$ cat src/polygon_cell_raster_assert.svh
// ----------------------------------------------------------------------------
// polygon_cell_raster assertion macros
// concurrent checks clocked on clk, disabled during rst
// ----------------------------------------------------------------------------
`ifndef POLYGON_CELL_RASTER_ASSERT_SVH
`define POLYGON_CELL_RASTER_ASSERT_SVH

// same-cycle implication
`define PCR_ASSERT_NOW(name, ante, cons, msg) \
  name: assert property (@(posedge clk) disable iff (rst) (ante) |-> (cons)) \
    else $error(msg);

// next-cycle implication
`define PCR_ASSERT_NEXT(name, ante, cons, msg) \
  name: assert property (@(posedge clk) disable iff (rst) (ante) |=> (cons)) \
    else $error(msg);

`endif

$ cat src/pcr_pkg.sv
// ----------------------------------------------------------------------------
// pcr_pkg
// shared constants and the command format passed from front to back
// ----------------------------------------------------------------------------
package pcr_pkg;

  localparam int MAX_CORNERS = 64;
  localparam int GRID_SIZE   = 256;
  localparam int ADDR_W      = $clog2(MAX_CORNERS);
  localparam int CNT_W       = $clog2(MAX_CORNERS + 1);
  localparam int QUEUE_DEPTH = 2;
  localparam int GRID_W      = 9;
  localparam int CENTER_W    = 12;
  localparam int DIFF_W      = 17;
  localparam int PROD_W      = 2 * DIFF_W;

  // configuration register indexes
  localparam logic [1:0] REG_GRID_WIDTH = 2'd0;
  localparam logic [1:0] REG_GRID_DEPTH = 2'd1;

  // operation codes
  localparam logic FUNC_APPEND = 1'b0;
  localparam logic FUNC_QUERY  = 1'b1;

  typedef struct packed {
    logic                       func;
    logic                       restart;
    logic                       in_grid;
    logic signed [15:0]         vertex_x;
    logic signed [15:0]         vertex_y;
    logic        [CENTER_W-1:0] center_x;
    logic        [CENTER_W-1:0] center_y;
  } cmd_t;

endpackage

$ cat src/pcr_front.sv
// ----------------------------------------------------------------------------
// pcr_front
// accepts input beats, holds grid registers, checks cell range and
// forms cell-centre coordinates for the back end
// ----------------------------------------------------------------------------
module pcr_front (
  input  logic               clk,
  input  logic               rst,
  input  logic               s_tvalid,
  output logic               s_tready,
  input  logic [47:0]        s_tdata,   // vertex_x, vertex_y, cell_x, cell_y
  input  logic [1:0]         s_tuser,   // func, restart
  input  logic               cfg_valid,
  output logic               cfg_ready,
  input  logic [1:0]         cfg_index,
  input  logic [8:0]         cfg_data,
  input  logic               q_full,
  output logic               q_push,
  output pcr_pkg::cmd_t      q_cmd
);
  import pcr_pkg::*;

  logic [GRID_W-1:0] grid_width;
  logic [GRID_W-1:0] grid_depth;
  logic [7:0]        cell_x;
  logic [7:0]        cell_y;

  assign cfg_ready = 1'b1;

  always_ff @(posedge clk) begin
    if (rst) begin
      grid_width <= GRID_W'(256);
      grid_depth <= GRID_W'(256);
    end else if (cfg_valid) begin
      case (cfg_index)
        REG_GRID_WIDTH: grid_width <= cfg_data;
        REG_GRID_DEPTH: grid_depth <= cfg_data;
        default: ;
      endcase
    end
  end

  assign cell_x   = s_tdata[39:32];
  assign cell_y   = s_tdata[47:40];
  assign s_tready = !q_full;
  assign q_push   = s_tvalid && !q_full;

  always_comb begin
    q_cmd.func     = s_tuser[0];
    q_cmd.restart  = s_tuser[1];
    q_cmd.vertex_x = s_tdata[15:0];
    q_cmd.vertex_y = s_tdata[31:16];
    q_cmd.in_grid  = ({1'b0, cell_x} < grid_width) && ({1'b0, cell_x} < GRID_W'(GRID_SIZE))
                  && ({1'b0, cell_y} < grid_depth) && ({1'b0, cell_y} < GRID_W'(GRID_SIZE));
    // cell centre is c*16+8 in 4-fraction-bit units
    q_cmd.center_x = {cell_x, 4'b1000};
    q_cmd.center_y = {cell_y, 4'b1000};
  end

endmodule

$ cat src/pcr_queue.sv
// ----------------------------------------------------------------------------
// pcr_queue
// short command queue decoupling the front end from the back end
// ----------------------------------------------------------------------------
module pcr_queue (
  input  logic          clk,
  input  logic          rst,
  input  logic          push,
  input  pcr_pkg::cmd_t push_cmd,
  output logic          full,
  output logic          valid,
  input  logic          pop,
  output pcr_pkg::cmd_t pop_cmd
);
  import pcr_pkg::*;

  localparam int PTR_W = (QUEUE_DEPTH > 1) ? $clog2(QUEUE_DEPTH) : 1;
  localparam int FILL_W = $clog2(QUEUE_DEPTH + 1);

  cmd_t              entries [QUEUE_DEPTH];
  logic [PTR_W-1:0]  wr_ptr;
  logic [PTR_W-1:0]  rd_ptr;
  logic [FILL_W-1:0] fill;

  assign full    = (fill == FILL_W'(QUEUE_DEPTH));
  assign valid   = (fill != '0);
  assign pop_cmd = entries[rd_ptr];

  always_ff @(posedge clk) begin
    if (push) begin
      entries[wr_ptr] <= push_cmd;
    end
  end

  always_ff @(posedge clk) begin
    if (rst) begin
      wr_ptr <= '0;
      rd_ptr <= '0;
      fill   <= '0;
    end else begin
      if (push) begin
        wr_ptr <= (wr_ptr == PTR_W'(QUEUE_DEPTH - 1)) ? '0 : wr_ptr + 1'b1;
      end
      if (pop) begin
        rd_ptr <= (rd_ptr == PTR_W'(QUEUE_DEPTH - 1)) ? '0 : rd_ptr + 1'b1;
      end
      if (push && !pop) begin
        fill <= fill + 1'b1;
      end else if (pop && !push) begin
        fill <= fill - 1'b1;
      end
    end
  end

endmodule

$ cat src/pcr_back.sv
// ----------------------------------------------------------------------------
// pcr_back
// corner table, append handling and the edge-scan pipeline for queries,
// with the result register on the output stream
// ----------------------------------------------------------------------------
`include "polygon_cell_raster_assert.svh"

module pcr_back (
  input  logic          clk,
  input  logic          rst,
  input  logic          q_valid,
  input  pcr_pkg::cmd_t q_cmd,
  output logic          q_pop,
  output logic          m_tvalid,
  input  logic          m_tready,
  output logic [7:0]    m_tdata,   // inside_res
  output logic [0:0]    m_tuser    // status
);
  import pcr_pkg::*;

  localparam logic [1:0] ST_IDLE = 2'd0;
  localparam logic [1:0] ST_SCAN = 2'd1;
  localparam logic [1:0] ST_DONE = 2'd2;

  logic [1:0]  state;
  logic [CNT_W-1:0] corner_count;

  // corner table
  logic [31:0]       corner_table [MAX_CORNERS];
  logic              wr_en;
  logic [ADDR_W-1:0] wr_addr;
  logic [31:0]       wr_data;
  logic [ADDR_W-1:0] rd_addr;
  logic [31:0]       rd_data;

  // result register
  logic res_valid;
  logic res_inside;
  logic res_status;
  logic out_free;
  logic res_load;
  logic res_load_inside;
  logic res_load_status;

  // append decode
  logic [CNT_W-1:0] base;
  logic             table_full;
  logic             start_scan;

  // query context
  logic [CENTER_W-1:0] center_x;
  logic [CENTER_W-1:0] center_y;
  logic                inside_acc;
  logic                inside_upd;

  // read issue
  logic             iss_busy;
  logic             iss_prime;
  logic [CNT_W-1:0] iss_idx;
  logic [CNT_W-1:0] last_idx;
  logic             iss_last;

  // stage 1: read data valid
  logic s1_vld, s1_prime, s1_last;
  logic [31:0] prev_corner;

  // stage 2: differences
  logic s2_vld, s2_last, s2_cond, s2_dpos;
  logic signed [DIFF_W-1:0] s2_dxp, s2_span, s2_dxe, s2_dyp;

  // stage 3: products
  logic s3_vld, s3_last, s3_cond, s3_dpos;
  logic signed [PROD_W-1:0] s3_lhs, s3_rhs;

  // stage 2 combinational inputs
  logic signed [DIFF_W-1:0] xi, yi, xj, yj, px, py;
  logic                     crossing;

  assign out_free = !res_valid || m_tready;
  assign m_tvalid = res_valid;
  assign m_tdata  = {7'b0, res_inside};
  assign m_tuser  = res_status;

  assign base       = q_cmd.restart ? '0 : corner_count;
  assign table_full = (base >= CNT_W'(MAX_CORNERS));
  assign last_idx   = corner_count - 1'b1;
  assign iss_last   = !iss_prime && (iss_idx == last_idx);

  always_comb begin
    q_pop           = 1'b0;
    wr_en           = 1'b0;
    wr_addr         = base[ADDR_W-1:0];
    wr_data         = {q_cmd.vertex_y, q_cmd.vertex_x};
    res_load        = 1'b0;
    res_load_inside = 1'b0;
    res_load_status = 1'b0;
    start_scan      = 1'b0;
    unique case (state)
      ST_IDLE: begin
        if (q_valid && out_free) begin
          q_pop = 1'b1;
          if (q_cmd.func == FUNC_APPEND) begin
            wr_en           = !table_full;
            res_load        = 1'b1;
            res_load_status = table_full;
          end else if (!q_cmd.in_grid || corner_count == '0) begin
            res_load = 1'b1;
          end else begin
            start_scan = 1'b1;
          end
        end
      end
      ST_DONE: begin
        if (out_free) begin
          res_load        = 1'b1;
          res_load_inside = inside_acc;
        end
      end
      default: ;
    endcase
  end

  // memory: one write port, one registered read port
  always_ff @(posedge clk) begin
    if (wr_en) begin
      corner_table[wr_addr] <= wr_data;
    end
    rd_data <= corner_table[rd_addr];
  end

  assign rd_addr = iss_prime ? last_idx[ADDR_W-1:0] : iss_idx[ADDR_W-1:0];

  // edge i runs from the corner just read back to the one before it
  always_comb begin
    xi = DIFF_W'($signed(rd_data[15:0]));
    yi = DIFF_W'($signed(rd_data[31:16]));
    xj = DIFF_W'($signed(prev_corner[15:0]));
    yj = DIFF_W'($signed(prev_corner[31:16]));
    px = $signed({{(DIFF_W - CENTER_W){1'b0}}, center_x});
    py = $signed({{(DIFF_W - CENTER_W){1'b0}}, center_y});
  end

  // span sign decides which way the cross-multiplied compare points
  assign crossing   = s3_dpos ? (s3_lhs < s3_rhs) : (s3_lhs > s3_rhs);
  assign inside_upd = inside_acc ^ (s3_cond && crossing);

  always_ff @(posedge clk) begin
    if (start_scan) begin
      center_x <= q_cmd.center_x;
      center_y <= q_cmd.center_y;
    end
    if (s1_vld) begin
      prev_corner <= rd_data;
    end
    s2_dxp  <= px - xi;
    s2_span <= yj - yi;
    s2_dxe  <= xj - xi;
    s2_dyp  <= py - yi;
    s2_cond <= (yi > py) != (yj > py);
    s2_dpos <= (yj > yi);
    s3_lhs  <= PROD_W'(s2_dxp) * PROD_W'(s2_span);
    s3_rhs  <= PROD_W'(s2_dxe) * PROD_W'(s2_dyp);
    s3_cond <= s2_cond;
    s3_dpos <= s2_dpos;
    if (res_load) begin
      res_inside <= res_load_inside;
      res_status <= res_load_status;
    end
  end

  always_ff @(posedge clk) begin
    if (rst) begin
      state        <= ST_IDLE;
      corner_count <= '0;
      res_valid    <= 1'b0;
      inside_acc   <= 1'b0;
      iss_busy     <= 1'b0;
      iss_prime    <= 1'b0;
      iss_idx      <= '0;
      s1_vld       <= 1'b0;
      s1_prime     <= 1'b0;
      s1_last      <= 1'b0;
      s2_vld       <= 1'b0;
      s2_last      <= 1'b0;
      s3_vld       <= 1'b0;
      s3_last      <= 1'b0;
    end else begin
      if (wr_en) begin
        corner_count <= base + 1'b1;
      end
      if (res_load) begin
        res_valid <= 1'b1;
      end else if (m_tready) begin
        res_valid <= 1'b0;
      end

      // read issue: closing corner first, then corners in order
      if (start_scan) begin
        iss_busy  <= 1'b1;
        iss_prime <= 1'b1;
        iss_idx   <= '0;
      end else if (iss_busy) begin
        if (iss_prime) begin
          iss_prime <= 1'b0;
        end else begin
          iss_idx <= iss_idx + 1'b1;
          if (iss_last) begin
            iss_busy <= 1'b0;
          end
        end
      end

      s1_vld   <= iss_busy;
      s1_prime <= iss_prime;
      s1_last  <= iss_busy && iss_last;
      s2_vld   <= s1_vld && !s1_prime;
      s2_last  <= s1_vld && s1_last;
      s3_vld   <= s2_vld;
      s3_last  <= s2_vld && s2_last;

      unique case (state)
        ST_IDLE: begin
          if (start_scan) begin
            state      <= ST_SCAN;
            inside_acc <= 1'b0;
          end
        end
        ST_SCAN: begin
          if (s3_vld) begin
            inside_acc <= inside_upd;
            if (s3_last) begin
              state <= ST_DONE;
            end
          end
        end
        ST_DONE: begin
          if (out_free) begin
            state <= ST_IDLE;
          end
        end
        default: state <= ST_IDLE;
      endcase
    end
  end

  `PCR_ASSERT_NOW(a_count_bound, 1'b1, corner_count <= CNT_W'(MAX_CORNERS), "corner count overflow")
  `PCR_ASSERT_NOW(a_write_idle, wr_en, state == ST_IDLE && !iss_busy, "table write during scan")
  `PCR_ASSERT_NOW(a_last_in_scan, s3_vld, state == ST_SCAN, "edge result outside scan")
  `PCR_ASSERT_NEXT(a_done_after_last, s3_vld && s3_last, state == ST_DONE && !s1_vld,
                   "scan did not finish after last edge")

endmodule

$ cat src/polygon_cell_raster.sv
// an append, an out-of-grid or an empty-table query gives its result beat through the
// command queue and the result register; a query with corners in range also passes the
// edge-scan pipeline and the done state; one append per cycle while m_tready holds;
// a query holds the back end for its scan, one edge per cycle on the single read port
// reset: corner table empty, grid_width and grid_depth 256, command queue empty
// ----------------------------------------------------------------------------
// polygon_cell_raster
// point-in-polygon rasterizer: stores polygon corners and answers even-odd
// ray-casting tests for grid cell centers
// ----------------------------------------------------------------------------
module polygon_cell_raster (
  input  logic        clk,
  input  logic        rst,
  input  logic        s_tvalid,
  output logic        s_tready,
  input  logic [47:0] s_tdata,    // vertex_x, vertex_y, cell_x, cell_y
  input  logic [1:0]  s_tuser,    // func, restart
  output logic        m_tvalid,
  input  logic        m_tready,
  output logic [7:0]  m_tdata,    // inside_res
  output logic [0:0]  m_tuser,    // status
  input  logic        cfg_valid,
  output logic        cfg_ready,
  input  logic [1:0]  cfg_index,
  input  logic [8:0]  cfg_data
);
  import pcr_pkg::*;

  logic q_full;
  logic q_push;
  logic q_valid;
  logic q_pop;
  cmd_t push_cmd;
  cmd_t pop_cmd;

  pcr_front u_front (
    .clk       (clk),
    .rst       (rst),
    .s_tvalid  (s_tvalid),
    .s_tready  (s_tready),
    .s_tdata   (s_tdata),
    .s_tuser   (s_tuser),
    .cfg_valid (cfg_valid),
    .cfg_ready (cfg_ready),
    .cfg_index (cfg_index),
    .cfg_data  (cfg_data),
    .q_full    (q_full),
    .q_push    (q_push),
    .q_cmd     (push_cmd)
  );

  pcr_queue u_queue (
    .clk      (clk),
    .rst      (rst),
    .push     (q_push),
    .push_cmd (push_cmd),
    .full     (q_full),
    .valid    (q_valid),
    .pop      (q_pop),
    .pop_cmd  (pop_cmd)
  );

  pcr_back u_back (
    .clk      (clk),
    .rst      (rst),
    .q_valid  (q_valid),
    .q_cmd    (pop_cmd),
    .q_pop    (q_pop),
    .m_tvalid (m_tvalid),
    .m_tready (m_tready),
    .m_tdata  (m_tdata),
    .m_tuser  (m_tuser)
  );

endmodule
$ cat config.mk
export PLATFORM = sky130hd
export DESIGN_NAME = polygon_cell_raster
export DESIGN_NICKNAME = d
export VERILOG_FILES = /design/src/pcr_pkg.sv /design/src/pcr_front.sv /design/src/pcr_queue.sv /design/src/pcr_back.sv /design/src/polygon_cell_raster.sv
export VERILOG_INCLUDE_DIRS = /design/src /design/src/src
export SDC_FILE = /design/constraint.sdc
export NUM_CORES = 2
export LEC_CHECK = 0
export BUFFER_PORTS_ARGS = -buffer_cell sky130_fd_sc_hd__buf_4
export CORE_MARGIN = 2
export CORE_UTILIZATION = 30
export DETAILED_ROUTE_END_ITERATION = 10
export GPL_ROUTABILITY_DRIVEN = 0
export HOLD_SLACK_MARGIN = 0.05
export REMOVE_ABC_BUFFERS = 1
export SYNTH_ARGS = -nofsm -noshare
export SYNTH_HDL_FRONTEND = slang
export SYNTH_SLANG_ARGS = --single-unit
$ cat constraint.sdc
create_clock -name clk -period 6.95 [get_ports clk]
set_clock_uncertainty 0.2 [all_clocks]
set_input_delay 0.695 -clock clk [delete_from_list [all_inputs] [get_ports clk]]
set_output_delay 0.695 -clock clk [all_outputs]
set_load 0.005 [all_outputs]
==> metrics list <==
- Outcome: finished clean
- Type of the tightest min-delay check: flop to flop
- The first detailed-routing pass ran for 6 iterations.
* Initial cell density of the core: 30.1%
- In this run, synthesis inferred 2,200 flip-flops with an integrated enable.
- Counting flops with an async set or reset pin after synthesis yields a share of 0%.
* Capturing element type of the critical path: flop
- For the pin with the worst max-slew slack, the measured transition is 1.40 ns.
- Gate Count Post-Synth: 7,008
- Pins Over Slew Limit: 0
- In this run the remaining antenna-violating nets after routing total 0.
- Among all flip-flop cells after synthesis, the most frequent one is sky130_fd_sc_hd__edfxtp_1.
* Number of hold violations in the final report: 0
* Detail Placement HPWL: 187 mm
- In the final layout, the share of cells above drive strength 1 is 17.5%.
- Buffers inserted during clock tree synthesis total 245.
- STA puts the critical path data arrival time at 7.23 ns.
- After detailed routing, the wire length on met1 is 125 mm.
- Total length of routed met3 wires: 18.4 mm
- Each instance of the synthesized netlist takes up on average 16.4 um2.
- The later pin in the worst-skew pair is clocked with a latency of 0.93 ns.
- The Yosys step of the flow raised 0 warnings.
- Worst setup path start: u_back.s2_span[11]
* Vertical extent of the die: 624 um
- The initial antenna violation count was 19.
- Uppermost metal layer occupied by signal nets: met5
* Maximum level of the CTS H-tree: 4
- Start point of the worst hold path: u_back.s2_cond
* Post-synthesis sequential area ratio: 61.2%
- Global router's overall resource usage: 15.1%
- The worst register-to-register path begins at u_back.s2_span[11].
- Register clock-pin slew on the reported worst setup and hold paths: 0.06 ns
* Maximum root-to-sink buffer count: 4
- Counting flops and latches in the post-synthesis netlist gives 2,422.
* Commonest cells after routing, fill and taps aside: 2,200 x sky130_fd_sc_hd__edfxtp_1, 683 x sky130_fd_sc_hd__inv_1, 594 x sky130_fd_sc_hd__fa_1
- Core area: 382,000 um2
- The clock drives 2,422 sinks.
- Port buffering added 69 buffers.
- Setup violations remaining at the end of the flow were counted as 0.
- In the final routed layout, each cell accounts on average for 23.8 um.
- Die footprint: 389,000 um2
- Global routing finished with a remaining overflow of 0.
- # fillers: 35.9k
- For this run, the top clock speed supported by timing is 149 MHz.
* Detailed-route vias per instance: 4.92
- Final routed DRC violation total: 0
* Routed wire length: 298 mm
* Nature of the critical path startpoint: flop
- The first global-routing pass estimated 437 mm of wire.
- Pin count of the biggest net entering global routing: 130
- Placement Rows: 227
- Count of placed standard cells including taps: 12.0k
* Most common cell after layout, fill and taps aside: sky130_fd_sc_hd__edfxtp_1
- I/O pins: 78
- The worst path needs 6.72 ns of the cycle, external delays included.
* Headroom to the max-slew limit: 6.62%
- DRC marker count from the first detailed-route iteration: 6,012
- After routing, the total negative slack on setup checks comes to 0 ns.
- Post-CTS Setup Bufs: 0
- The detailed router placed 61.5k vias in this run.
- Data on the critical path is required at its endpoint by 7.46 ns.
* Area added between synthesis and finish: 14.2%
- After layout, the worst path uses 96.6% of the clock period.
- Buffer type at the clock tree root: sky130_fd_sc_hd__clkbuf_16
* Die extent in x: 624 um
- Critical-path maximum fanout: 10
- Number of distinct library cell variants in the gate-level netlist after synthesis: 84
* Cell area after synthesis: 115,000 um2
- TritonCTS built the clock tree.
- Max-cap violations in this run came to 0.
* Net count of the finished layout: 8,215
- Setup CP Type: flop to flop
- Measured on the finished design, the core utilization comes to 34.4%.
* Met2 layer wire length in the routed design: 147 mm
* Cell Count, Final, Fillers Out: 12.5k
* Number of global-route vias before repair: 64.9k
==> area by class of cell <==
cell class | instances | area, um2 | share of cell area (%)
inverters | 685 | 2570 | 1.96
clock buffers | 293 | 6390 | 4.86
well taps | 5038 | 6300 | 4.79
clock inverters | 145 | 1730 | 1.31
flip-flops and latches | 2422 | 70500 | 53.6
diodes | 1 | 2.50 | 0.00190
repair buffers | 336 | 3000 | 2.28
multi-input cells | 3584 | 41100 | 31.2
==> cell usage after synthesis (197+ instances only) <==
cell,n,area (um2)
sky130_fd_sc_hd__a21oi_1,228,1140
sky130_fd_sc_hd__inv_1,683,2560
sky130_fd_sc_hd__mux4_2,512,11500
sky130_fd_sc_hd__ha_1,281,3520
sky130_fd_sc_hd__and2_1,265,1660
sky130_fd_sc_hd__fa_1,594,11900
sky130_fd_sc_hd__nand2_1,366,1370
sky130_fd_sc_hd__nor2_1,222,833
sky130_fd_sc_hd__a211oi_1,239,1790
sky130_fd_sc_hd__clkbuf_1,197,739
sky130_fd_sc_hd__dfxtp_1,222,4440
sky130_fd_sc_hd__edfxtp_1,2200,66100
==> flip-flops by register name, summed over array words and instances (netlist names), 2 cells and up, named ones only <==
name                 cells
u_back.state             2
u_queue.entries        102
u_back.s3_lhs           34
u_back.s2_span          17
u_front.grid_depth       9
u_back.iss_idx           7
u_back.s2_dxp           17
u_back.s2_dxe           17
u_back.center_x          8
u_back.corner_count      7
u_back.center_y          8
u_back.prev_corner      32
u_back.rd_data          32
u_queue.fill             2
u_front.grid_width       9
u_back.corner_table   2048
u_back.s2_dyp           17
u_back.s3_rhs           34
==> logic make-up after synthesis <==
group,count (synthesis),share of synthesized area [%]
compound gates,677,3.89
xor+xnor,133,1.01
fa+ha+maj,875,13.4
buf+inv,1008,3.67
flops,2422,61.2
mux,704,11.7
other cells,2,0.00652
simple gates,1187,5.14
==> critical path, stage by stage, from the launching register on <==
cell and delay (ns):
sky130_fd_sc_hd__dfxtp_1 0.52, sky130_fd_sc_hd__buf_4 0.26, sky130_fd_sc_hd__nand2_1 0.10, sky130_fd_sc_hd__fa_1 0.55, sky130_fd_sc_hd__inv_1 0.06, sky130_fd_sc_hd__fa_1 0.57, sky130_fd_sc_hd__fa_1 0.46, sky130_fd_sc_hd__fa_1 0.49
sky130_fd_sc_hd__fa_1 0.50, sky130_fd_sc_hd__inv_1 0.05, sky130_fd_sc_hd__fa_1 0.49, sky130_fd_sc_hd__inv_1 0.05, sky130_fd_sc_hd__ha_1 0.34, sky130_fd_sc_hd__and4_4 0.27, sky130_fd_sc_hd__or3b_1 0.36, sky130_fd_sc_hd__nor3_2 0.20
sky130_fd_sc_hd__o21ai_2 0.11, sky130_fd_sc_hd__o41ai_2 0.48, sky130_fd_sc_hd__o31a_4 0.21, sky130_fd_sc_hd__a221o_1 0.15, sky130_fd_sc_hd__a21oi_2 0.06, sky130_fd_sc_hd__xnor2_1 0.11
==> per-stage QoR <==
stage                     worst slack (ns)  hold WS, ns  area [um2]
after floorplan                     -44.17        0.110      114000
after global placement               0.253        0.115      123000
after detailed placement             0.134        0.115      123000
after CTS                            0.115        0.118      132000
after global routing              -0.00445        0.118      132000
final                                0.233        0.116      132000
==> repair_timing <==
item | CTS | global route
gates resized for setup | 0 | 15
endpoints found under the hold margin | 120 | 0
setup endpoints to repair | 0 | 5
hold buffers | 61 | 0
==> final timing paths <==
check / slack (ns) / cells after the start / endpoint
max: 0.23 / 21 / u_back.s3_lhs[33]
min: 0.12 / 0 / u_back.s3_cond
max reg2reg: 0.23 / 21 / u_back.s3_lhs[33]
min reg2reg: 0.12 / 0 / u_back.s3_cond
==> metal layers <==
layer  global-route usage, %  up-vias
met5                       0        -
met4                    4.05        4
met3                    2.35      427
met2                    25.6     1986
met1                    19.9    32712
li1                        -    26363
Power is left out: the tool's default activity adds up to more than one toggle a clock period on the data nets, which glitch-free logic cannot reach.
